--- src/rtl/core/itls_pkg.sv ---
// ----------------------------------------------------------------------------
// itls_pkg
// Types and operation codes shared by the I-type execute/load-store unit.
// ----------------------------------------------------------------------------
`default_nettype none

package itls_pkg;

	localparam logic [3:0] KIND_ADDI  = 4'd0;
	localparam logic [3:0] KIND_ADDIU = 4'd1;
	localparam logic [3:0] KIND_SLTI  = 4'd2;
	localparam logic [3:0] KIND_ANDI  = 4'd3;
	localparam logic [3:0] KIND_ORI   = 4'd4;
	localparam logic [3:0] KIND_NORI  = 4'd5;
	localparam logic [3:0] KIND_LUI   = 4'd6;
	localparam logic [3:0] KIND_LW    = 4'd7;
	localparam logic [3:0] KIND_LH    = 4'd8;
	localparam logic [3:0] KIND_LHU   = 4'd9;
	localparam logic [3:0] KIND_LB    = 4'd10;
	localparam logic [3:0] KIND_LBU   = 4'd11;
	localparam logic [3:0] KIND_SW    = 4'd12;
	localparam logic [3:0] KIND_SH    = 4'd13;
	localparam logic [3:0] KIND_SB    = 4'd14;

	typedef struct packed {
		logic [3:0]         kind;
		logic [31:0]        rs_value;
		logic signed [15:0] imm;
		logic [31:0]        store_data;
		logic [31:0]        mem_word;
	} req_t;

	typedef struct packed {
		logic [31:0] alu_value;
		logic [31:0] load_data;
		logic [31:0] write_word;
		logic        reg_write;
		logic        mem_read;
		logic        mem_write;
	} rsp_t;

	typedef struct packed {
		logic reg_write;
		logic mem_read;
		logic mem_write;
	} ctl_t;

endpackage

`default_nettype wire

--- src/rtl/core/itls_alu.sv ---
// ----------------------------------------------------------------------------
// itls_alu
// Immediate ALU, effective address and control flag decode.
// ----------------------------------------------------------------------------
`default_nettype none

module itls_alu (
	input  wire logic [3:0]         kind,
	input  wire logic [31:0]        rs_value,
	input  wire logic signed [15:0] imm,
	output logic [31:0]             alu_value,
	output logic [1:0]              addr_lsb,
	output itls_pkg::ctl_t          ctl
);
	import itls_pkg::*;

	logic [31:0] simm;
	logic [31:0] zimm;
	logic [31:0] addr;

	assign simm     = {{16{imm[15]}}, imm};
	assign zimm     = {16'h0000, imm};
	assign addr     = rs_value + simm;
	assign addr_lsb = addr[1:0];

	always_comb begin
		case (kind)
			KIND_SLTI: alu_value = {31'd0, $signed(rs_value) < $signed(simm)};
			KIND_ANDI: alu_value = rs_value & zimm;
			KIND_ORI:  alu_value = rs_value | zimm;
			KIND_NORI: alu_value = ~(rs_value | zimm);
			KIND_LUI:  alu_value = {imm, 16'h0000};
			default: begin
				if (kind inside {KIND_ADDI, KIND_ADDIU, [KIND_LW:KIND_SB]}) begin
					alu_value = addr;
				end else begin
					alu_value = '0;
				end
			end
		endcase
	end

	always_comb begin
		ctl.reg_write = kind inside {[KIND_ADDI:KIND_LBU]};
		ctl.mem_read  = kind inside {[KIND_LW:KIND_LBU]};
		ctl.mem_write = kind inside {[KIND_SW:KIND_SB]};
	end

endmodule

`default_nettype wire

--- src/rtl/core/itls_lane.sv ---
// ----------------------------------------------------------------------------
// itls_lane
// Big-endian byte/halfword lane extract for loads and merge for stores.
// ----------------------------------------------------------------------------
`default_nettype none

module itls_lane (
	input  wire logic [3:0]  kind,
	input  wire logic [1:0]  addr_lsb,
	input  wire logic [31:0] store_data,
	input  wire logic [31:0] mem_word,
	output logic [31:0]      load_data,
	output logic [31:0]      write_word
);
	import itls_pkg::*;

	logic [7:0]  byte_v;
	logic [15:0] half_v;
	logic [31:0] byte_merge;
	logic [31:0] half_merge;

	always_comb begin
		case (addr_lsb)
			2'd0: begin
				byte_v     = mem_word[31:24];
				byte_merge = {store_data[7:0], mem_word[23:0]};
			end
			2'd1: begin
				byte_v     = mem_word[23:16];
				byte_merge = {mem_word[31:24], store_data[7:0], mem_word[15:0]};
			end
			2'd2: begin
				byte_v     = mem_word[15:8];
				byte_merge = {mem_word[31:16], store_data[7:0], mem_word[7:0]};
			end
			default: begin
				byte_v     = mem_word[7:0];
				byte_merge = {mem_word[31:8], store_data[7:0]};
			end
		endcase
	end

	// bit 0 ignored for halfwords
	always_comb begin
		if (addr_lsb[1]) begin
			half_v     = mem_word[15:0];
			half_merge = {mem_word[31:16], store_data[15:0]};
		end else begin
			half_v     = mem_word[31:16];
			half_merge = {store_data[15:0], mem_word[15:0]};
		end
	end

	always_comb begin
		load_data  = '0;
		write_word = '0;
		case (kind)
			KIND_LW:  load_data  = mem_word;
			KIND_LH:  load_data  = {{16{half_v[15]}}, half_v};
			KIND_LHU: load_data  = {16'h0000, half_v};
			KIND_LB:  load_data  = {{24{byte_v[7]}}, byte_v};
			KIND_LBU: load_data  = {24'h000000, byte_v};
			KIND_SW:  write_word = store_data;
			KIND_SH:  write_word = half_merge;
			KIND_SB:  write_word = byte_merge;
			default: begin
				load_data  = '0;
				write_word = '0;
			end
		endcase
	end

endmodule

`default_nettype wire

--- src/rtl/core/i_type_execute_load_store_unit.sv ---
// ----------------------------------------------------------------------------
// i_type_execute_load_store_unit
// Execute/memory-lane stage for non-branch MIPS I-type operations.
//
// Request channel (req_valid/req_stall/req) carries the operation kind, rs
// value, immediate, store data and the big-endian memory word at the
// formed address. Response channel (rsp_valid/rsp_stall/rsp) returns the
// ALU result or effective address, extended load data, merged store word
// and the reg_write/mem_read/mem_write flags.
//
// A request is captured in the input register, the ALU and lane logic
// work on it combinationally and the result lands in the output register.
// Throughput is one request per cycle while rsp_stall is low.
// When rsp_stall is high the response holds; the input register still
// accepts one more request, and req_stall rises only once both registers
// hold work. Reset clears both valid flags; no request is lost or repeated.
// Kind 15 yields an all-zero response.
// ----------------------------------------------------------------------------
`default_nettype none

module i_type_execute_load_store_unit (
	input  wire logic            clk,
	input  wire logic            arst_n,
	input  wire logic            req_valid,
	output logic                 req_stall,
	input  wire itls_pkg::req_t  req,
	output logic                 rsp_valid,
	input  wire logic            rsp_stall,
	output itls_pkg::rsp_t       rsp
);
	import itls_pkg::*;

	logic        valid_s1;
	req_t        req_s1;
	logic        adv_s2;
	logic [31:0] alu_value;
	logic [1:0]  addr_lsb;
	ctl_t        ctl;
	logic [31:0] load_data;
	logic [31:0] write_word;

	assign adv_s2    = !rsp_valid || !rsp_stall;
	assign req_stall = valid_s1 && !adv_s2;

	always_ff @(posedge clk or negedge arst_n) begin
		if (!arst_n) begin
			valid_s1 <= 1'b0;
		end else if (!req_stall) begin
			valid_s1 <= req_valid;
		end
	end

	always_ff @(posedge clk) begin
		if (!req_stall && req_valid) begin
			req_s1 <= req;
		end
	end

	itls_alu u_alu (
		.kind       (req_s1.kind),
		.rs_value   (req_s1.rs_value),
		.imm        (req_s1.imm),
		.alu_value  (alu_value),
		.addr_lsb   (addr_lsb),
		.ctl        (ctl)
	);

	itls_lane u_lane (
		.kind       (req_s1.kind),
		.addr_lsb   (addr_lsb),
		.store_data (req_s1.store_data),
		.mem_word   (req_s1.mem_word),
		.load_data  (load_data),
		.write_word (write_word)
	);

	always_ff @(posedge clk or negedge arst_n) begin
		if (!arst_n) begin
			rsp_valid <= 1'b0;
		end else if (adv_s2) begin
			rsp_valid <= valid_s1;
		end
	end

	always_ff @(posedge clk) begin
		if (adv_s2 && valid_s1) begin
			rsp.alu_value  <= alu_value;
			rsp.load_data  <= load_data;
			rsp.write_word <= write_word;
			rsp.reg_write  <= ctl.reg_write;
			rsp.mem_read   <= ctl.mem_read;
			rsp.mem_write  <= ctl.mem_write;
		end
	end

	a_flags_excl: assert property (@(posedge clk) disable iff (!arst_n)
		rsp_valid |-> !(rsp.mem_read && rsp.mem_write) && !(rsp.reg_write && rsp.mem_write))
		else $error("load and store flags both set");

	a_load_wb: assert property (@(posedge clk) disable iff (!arst_n)
		rsp_valid && rsp.mem_read |-> rsp.reg_write)
		else $error("load without register write");

	a_zero_lanes: assert property (@(posedge clk) disable iff (!arst_n)
		rsp_valid |-> (rsp.mem_read || rsp.load_data == '0) &&
			(rsp.mem_write || rsp.write_word == '0))
		else $error("lane data set for non-memory op");

	a_capture: assert property (@(posedge clk) disable iff (!arst_n)
		req_valid && !req_stall |=> valid_s1)
		else $error("accepted request not captured");

endmodule

`default_nettype wire
--- config.mk ---
export PLATFORM = sky130hd
export DESIGN_NAME = i_type_execute_load_store_unit
export DESIGN_NICKNAME = d
export VERILOG_FILES = /design/src/rtl/core/itls_pkg.sv /design/src/rtl/core/itls_alu.sv /design/src/rtl/core/itls_lane.sv /design/src/rtl/core/i_type_execute_load_store_unit.sv
export SDC_FILE = /design/constraint.sdc
export NUM_CORES = 1
export LEC_CHECK = 0
export BUFFER_PORTS_ARGS = -buffer_cell sky130_fd_sc_hd__buf_2
export CAP_MARGIN = 20
export CORE_MARGIN = 2
export CORE_UTILIZATION = 51
export CTS_BUF_LIST = sky130_fd_sc_hd__clkbuf_4 sky130_fd_sc_hd__clkbuf_8
export DETAILED_ROUTE_END_ITERATION = 10
export PLACE_DENSITY_LB_ADDON = 0.08
export SLEW_MARGIN = 0
export SYNTH_ARGS = -nofsm -noshare
export SYNTH_HDL_FRONTEND = slang
export SYNTH_HIERARCHICAL = 1
export SYNTH_SLANG_ARGS = --single-unit
export TNS_END_PERCENT = 50
--- constraint.sdc ---
create_clock -name clk -period 12.3 [get_ports clk]
set_input_delay 0.615 -clock clk [delete_from_list [all_inputs] [get_ports clk]]
set_output_delay 0.615 -clock clk [all_outputs]
set_load 0.01 [all_outputs]
-- After elaboration in Yosys (flattened, before gate mapping)
Index checks and enable logic that the tools add are counted.
- flip-flop bits (word level): 217
- input port bits: 120
- add/subtract/negate cells: 1
- magnitude comparators: 6
- equal/unequal tests: 16
- muxes and demuxes: 8
- bitwise gates (word level): 3
- reduce and logical (&&, ||, !) cells: 15
- operators by type and width (kind ; number):
    $pmux W32 S5 ; 2
    $pmux W32 S3 ; 2
    $mux W32 ; 2
    $add A32 B32 Y32 ; 1
    $and A32 B16 Y32 ; 1
    $lt A32 B16 Y1 ; 1
    $not A32 Y32 ; 1
    $or A32 B16 Y32 ; 1
    $eq A4 B4 Y1 const B ; 7
    $pmux W8 S3 ; 1
    $eq A4 B3 Y1 const B ; 4
    $mux W16 ; 1
    $eq A4 B2 Y1 const B ; 2
    $le A4 B4 Y1 const B ; 2
    $logic_and A1 B1 Y1 ; 7
    $eq A4 B1 Y1 const B ; 1
    $ge A4 B1 Y1 const B ; 1
    $ge A4 B3 Y1 const B ; 1
    $ge A4 B4 Y1 const B ; 1
    $logic_not A1 Y1 ; 4
    $logic_not A4 Y1 ; 1
    $reduce_bool A3 Y1 ; 1
    $eq A2 B1 Y1 const B ; 1
    $eq A2 B2 Y1 const B ; 1
    2 further kinds ; 2

-- Depth between registers and ports, before layout
- depth in word-level cells: 6
- gate-level depth with buffers: 11
- depth with buffers taken out: 10

-- By module
The synthesis kept the hierarchy.
- by module, submodules not included (module ; instances ; cells an instance ; area each (sq um) ; sequential area each (sq um)):
    i_type_execute_load_store_unit ; 1 ; 223 ; 6548.8 ; 6506.2
    itls_alu ; 1 ; 552 ; 3779.9 ; 0.0
    itls_lane ; 1 ; 269 ; 1701.6 ; 0.0

-- Worst setup path after synthesis
Ideal clock, no wire load.
- path kind: input to register
- from: in rsp_stall
- to: reg rsp[0] in the netlist's numbering (enable)
- setup time: 708 ps
- arrival time: 7757 ps
- setup slack: 3835 ps
- stages on the path: 1
- path buffers: 0
- cells stage by stage: a21boi_0
- longest elaborated chain between the ends: 3
- RTL lines (what ; line ; text):
    start: declaration ; i_type_execute_load_store_unit.sv:28 ; input wire logic rsp_stall,
    $logic_not A1 Y1 ; i_type_execute_load_store_unit.sv:42 ; assign adv_s2 = !rsp_valid || !rsp_stall;
    $logic_or A1 B1 Y1 ; i_type_execute_load_store_unit.sv:42 ;
    $logic_and A1 B1 Y1 ; i_type_execute_load_store_unit.sv:86 ; if (adv_s2 && valid_s1) begin
    end: declaration ; i_type_execute_load_store_unit.sv:29 ; output itls_pkg::rsp_t rsp
No other way between the ends.
A chain may end at the register's enable or synchronous reset.

-- Final worst setup path
- from: reg req_s1[79] in the netlist's numbering
- to: reg rsp[98] in the netlist's numbering (data pin)
- longest elaborated chain between the ends: 3
- RTL lines (what ; line ; text):
    start: declaration ; i_type_execute_load_store_unit.sv:34 ; req_t req_s1;
    start signal: assignment ; i_type_execute_load_store_unit.sv:55 ; req_s1 <= req;
    $add A32 B32 Y32 ; itls_alu.sv:23 ; assign addr = rs_value + simm;
    $mux W32 ; itls_alu.sv:34 ; if (kind inside {KIND_ADDI, KIND_ADDIU, [KIND_LW:KIND_SB]}) begin
    $pmux W32 S5 * ; itls_alu.sv:27 ; case (kind)
    via alu_value[31] ; i_type_execute_load_store_unit.sv:36 ; logic [31:0] alu_value;
Mark *: on every way through the listed nets, which the timed path passes. The rest lies on a longest branch.

==> results.cfg <==
[synth]
synth_flop_cell = edfxtp_1
ys_seq_area_frac = 0.541
syn_nets = 1244
synth_top_area_share = 0.537
ys_types = 82
synth_cells = 1044
ys_warn_count = 6
yosysMostFrequentCell = edfxtp_1
yosysTopAreaCell = edfxtp_1
synthTopCellsByCount = edfxtp_1, a21oi_1, ha_1
avgSynthCellArea_sq_um = 11.5
synth_seq_cells = 217
netlist_area_sq_um = 12000
synth_edf_count = 215
synthArstFlopShare = 0.00922
synth_area_leaders = edfxtp_1, ha_1, mux2i_1, a21oi_1, o22ai_1

[status]
outcome = complete, no violations

[worst_setup_path]
path_class = flop to flop
arrival_ns = 4.22
worst-path-buf-inv = 1
crit_path_end_kind = flop
crit_path_cell_trace = inv_1 -> ha_1 -> or3_4 -> or4_4 -> nor2_2 -> a311oi_2 -> o221ai_2 -> nor4_2 -> a211o_1
max_stage_delay_ns = 0.81
cp_data_required_time_ns = 12.57
crit_fanout = 18
worst_setup_path_start_kind = flop
cp_slowest_cell = edfxtp_1
critPathTopFamily = simple AND/OR/NAND/NOR gates

[die]
io_pins = 221
die_height_um = 158
die_width_um = 158
initial_core_util = 0.516
fp-row-count = 56
core-area_sq_um = 23300
die_area_sq_um = 24800

[pwr]
p_per_area_nw_per_um2 = 137
p_total_w = 0.00192
leakagePower_nw = 5.87
ir_worst_vdd_mv = 0.0888

[timing]
finalMaxSlewViolations = 0
worst_pin_slew_ns = 1.08
tns_ns = 0
rsz0062_at_grt = false
fin_crit_sh = 0.321
fmax_mhz = 254
period_needed_ns = 3.94
slew_headroom = 0.281
setup_viol = 0
worst_clock_skew_ns = 0.0204
hold_viol_final = 0

[cells_and_area]
n_antenna_cell = 0
ff_latch_area_sq_um = 6510
nets = 1458
synthToLayoutAreaGrowth_pct = 17.0
fill_cells = 2005
fin_util = 0.603
multiInputGateArea_sq_um = 5060
drive_above_1_share = 0.249

[clocking]
cts_resized = 0
cts_setup_buffers = 0
clock-sinks = 217
cts_tree = done
cts.path.max_buffers = 3
htree_levels = 2
cts-root-buf = clkbuf_8
numCtsBuffers = 37
clock_latency_ns = 0.53
clkSlewWorstSetupHoldPaths_ns = 0.06

[global_routing]
grt_overflow = 0
antenna_found_initial = 1
grt_pass1_wl_mm = 48.7
grt_pass1_vias = 8642
grt_use_total = 0.258
grt_max_degree = 77

[placement]
portBuffers = 220
place_hpwl_mm = 22.8
globalplace.congestion = 0.933

[detailed_routing]
drc = 0
routed-via-count = 9221
drt-initial-drc-count = 879
firstDrtPassIters = 5
routedWlPerCell_um = 20.3
drtAntennaViolNets = 0
via_per_inst = 5.76
routed_wl_mm = 32.5

[worst_hold_path]
hp-class = primary input to flop

[flow_run]
maxCapViolations = 0
[power breakdown]
group	total, W	switching (W)	internal (W)
registers	0.000941	0.0000452	0.000895
logic	0.000374	0.000224	0.000150
clock network	0.000608	0.000290	0.000319
total	0.00192	0.000559	0.00136
[stage by stage]
step           area (sq um)  setup slack (ns)  instances  hold WS (ns)
2_1_floorplan         12000              3.84       1044         0.319
3_3_place_gp          13400              8.43       1536         0.402
3_5_place_dp          13400              8.36       1536         0.406
4_1_cts               14100              8.36       1601         0.228
5_1_grt               14100              8.17       1602         0.231
6_report              14100              8.36       1602         0.259
[per-layer routing]
metal	vias to the layer above	GRT usage	share of wire	wire, um
li1	4361	-	-	-
met1	4386	0.389	0.45	14700
met2	417	0.374	0.43	14000
met3	55	0.0564	0.093	3020
met4	2	0.0753	0.022	723
met5	-	0	0.00040	13
[cells in the final DEF (no fill, tap or decap), types with 10 or more instances in the layout]
| cell type | instances |
|---|---|
| clkbuf_4 | 10 |
| xnor2_1 | 19 |
| buf_2 | 220 |
| o21ai_0 | 38 |
| inv_1 | 58 |
| clkbuf_8 | 38 |
| ha_1 | 79 |
| nand2_2 | 10 |
| nor2b_1 | 19 |
| mux2i_1 | 47 |
| a221o_1 | 24 |
| buf_4 | 12 |
| o21bai_1 | 15 |
| nand4_1 | 10 |
| edfxtp_1 | 215 |
| a22o_1 | 26 |
| a21oi_1 | 84 |
| nand2_1 | 74 |
| nor2_1 | 68 |
| o22ai_1 | 52 |
| clkinv_1 | 11 |
[final cells by class]
cell class	instances	share of cell area
repair buffers	233	0.0854
well taps	319	0.0284
clock buffers	48	0.0425
multi-input cells	709	0.360
inverters	60	0.0160
flip-flops and latches	217	0.462
clock inverters	16	0.00551
[cells by family (layout without fill, tap and decap cells)]
| kind of cell | after synthesis | count (layout) | synth area share |
|---|---|---|---|
| adders and majority gates | 80 | 80 | 0.0838 |
| muxes | 49 | 49 | 0.0419 |
| xor gates and xnor gates | 27 | 27 | 0.0197 |
| buffers and inverters | 118 | 357 | 0.0396 |
| DFF | 217 | 217 | 0.541 |
| and+or+nand+nor | 255 | 255 | 0.107 |
| AOI/OAI and AO/OA | 298 | 298 | 0.167 |
[path summary, 6_finish.rpt]
| kind | from | endpoint | slack, ns | cells past startpoint |
|---|---|---|---|---|
| max | req_s1[79]$_DFFE_PP_ | rsp[98]$_DFFE_PP_ | 8.36 | 9 |
| min | req[53] | req_s1[53]$_DFFE_PP_ | 0.26 | 1 |
| max reg2reg | req_s1[79]$_DFFE_PP_ | rsp[98]$_DFFE_PP_ | 8.36 | 9 |
| min reg2reg | valid_s1$_DFFE_PN0N_ | rsp_valid$_DFFE_PN0P_ | 0.51 | 1 |
| max in group asynchronous | arst_n | rsp_valid$_DFFE_PN0P_ | 11.79 | 2 |
| min in group asynchronous | arst_n | valid_s1$_DFFE_PN0N_ | 0.41 | 2 |
[worst register-to-register path, stage by stage, from the launching register on]
cell	delay [ns]
edfxtp_1	0.81
inv_1	0.56
ha_1	0.54
or3_4	0.44
or4_4	0.45
nor2_2	0.16
a311oi_2	0.17
o221ai_2	0.25
nor4_2	0.06
a211o_1	0.27
[state kept, by name, indices dropped and copies added, names as in the netlist]
| name | cells |
|---|---|
| rsp_valid | 1 |
| valid_s1 | 1 |
| rsp | 99 |
| req_s1 | 116 |
[what timing repair did]
action | in CTS | in global routing
setup endpoints to repair | 0 | 0
endpoints found under the hold margin | 2 | 0
hold buffers | 1 | 0
Power figures use the tool's default switching activity.
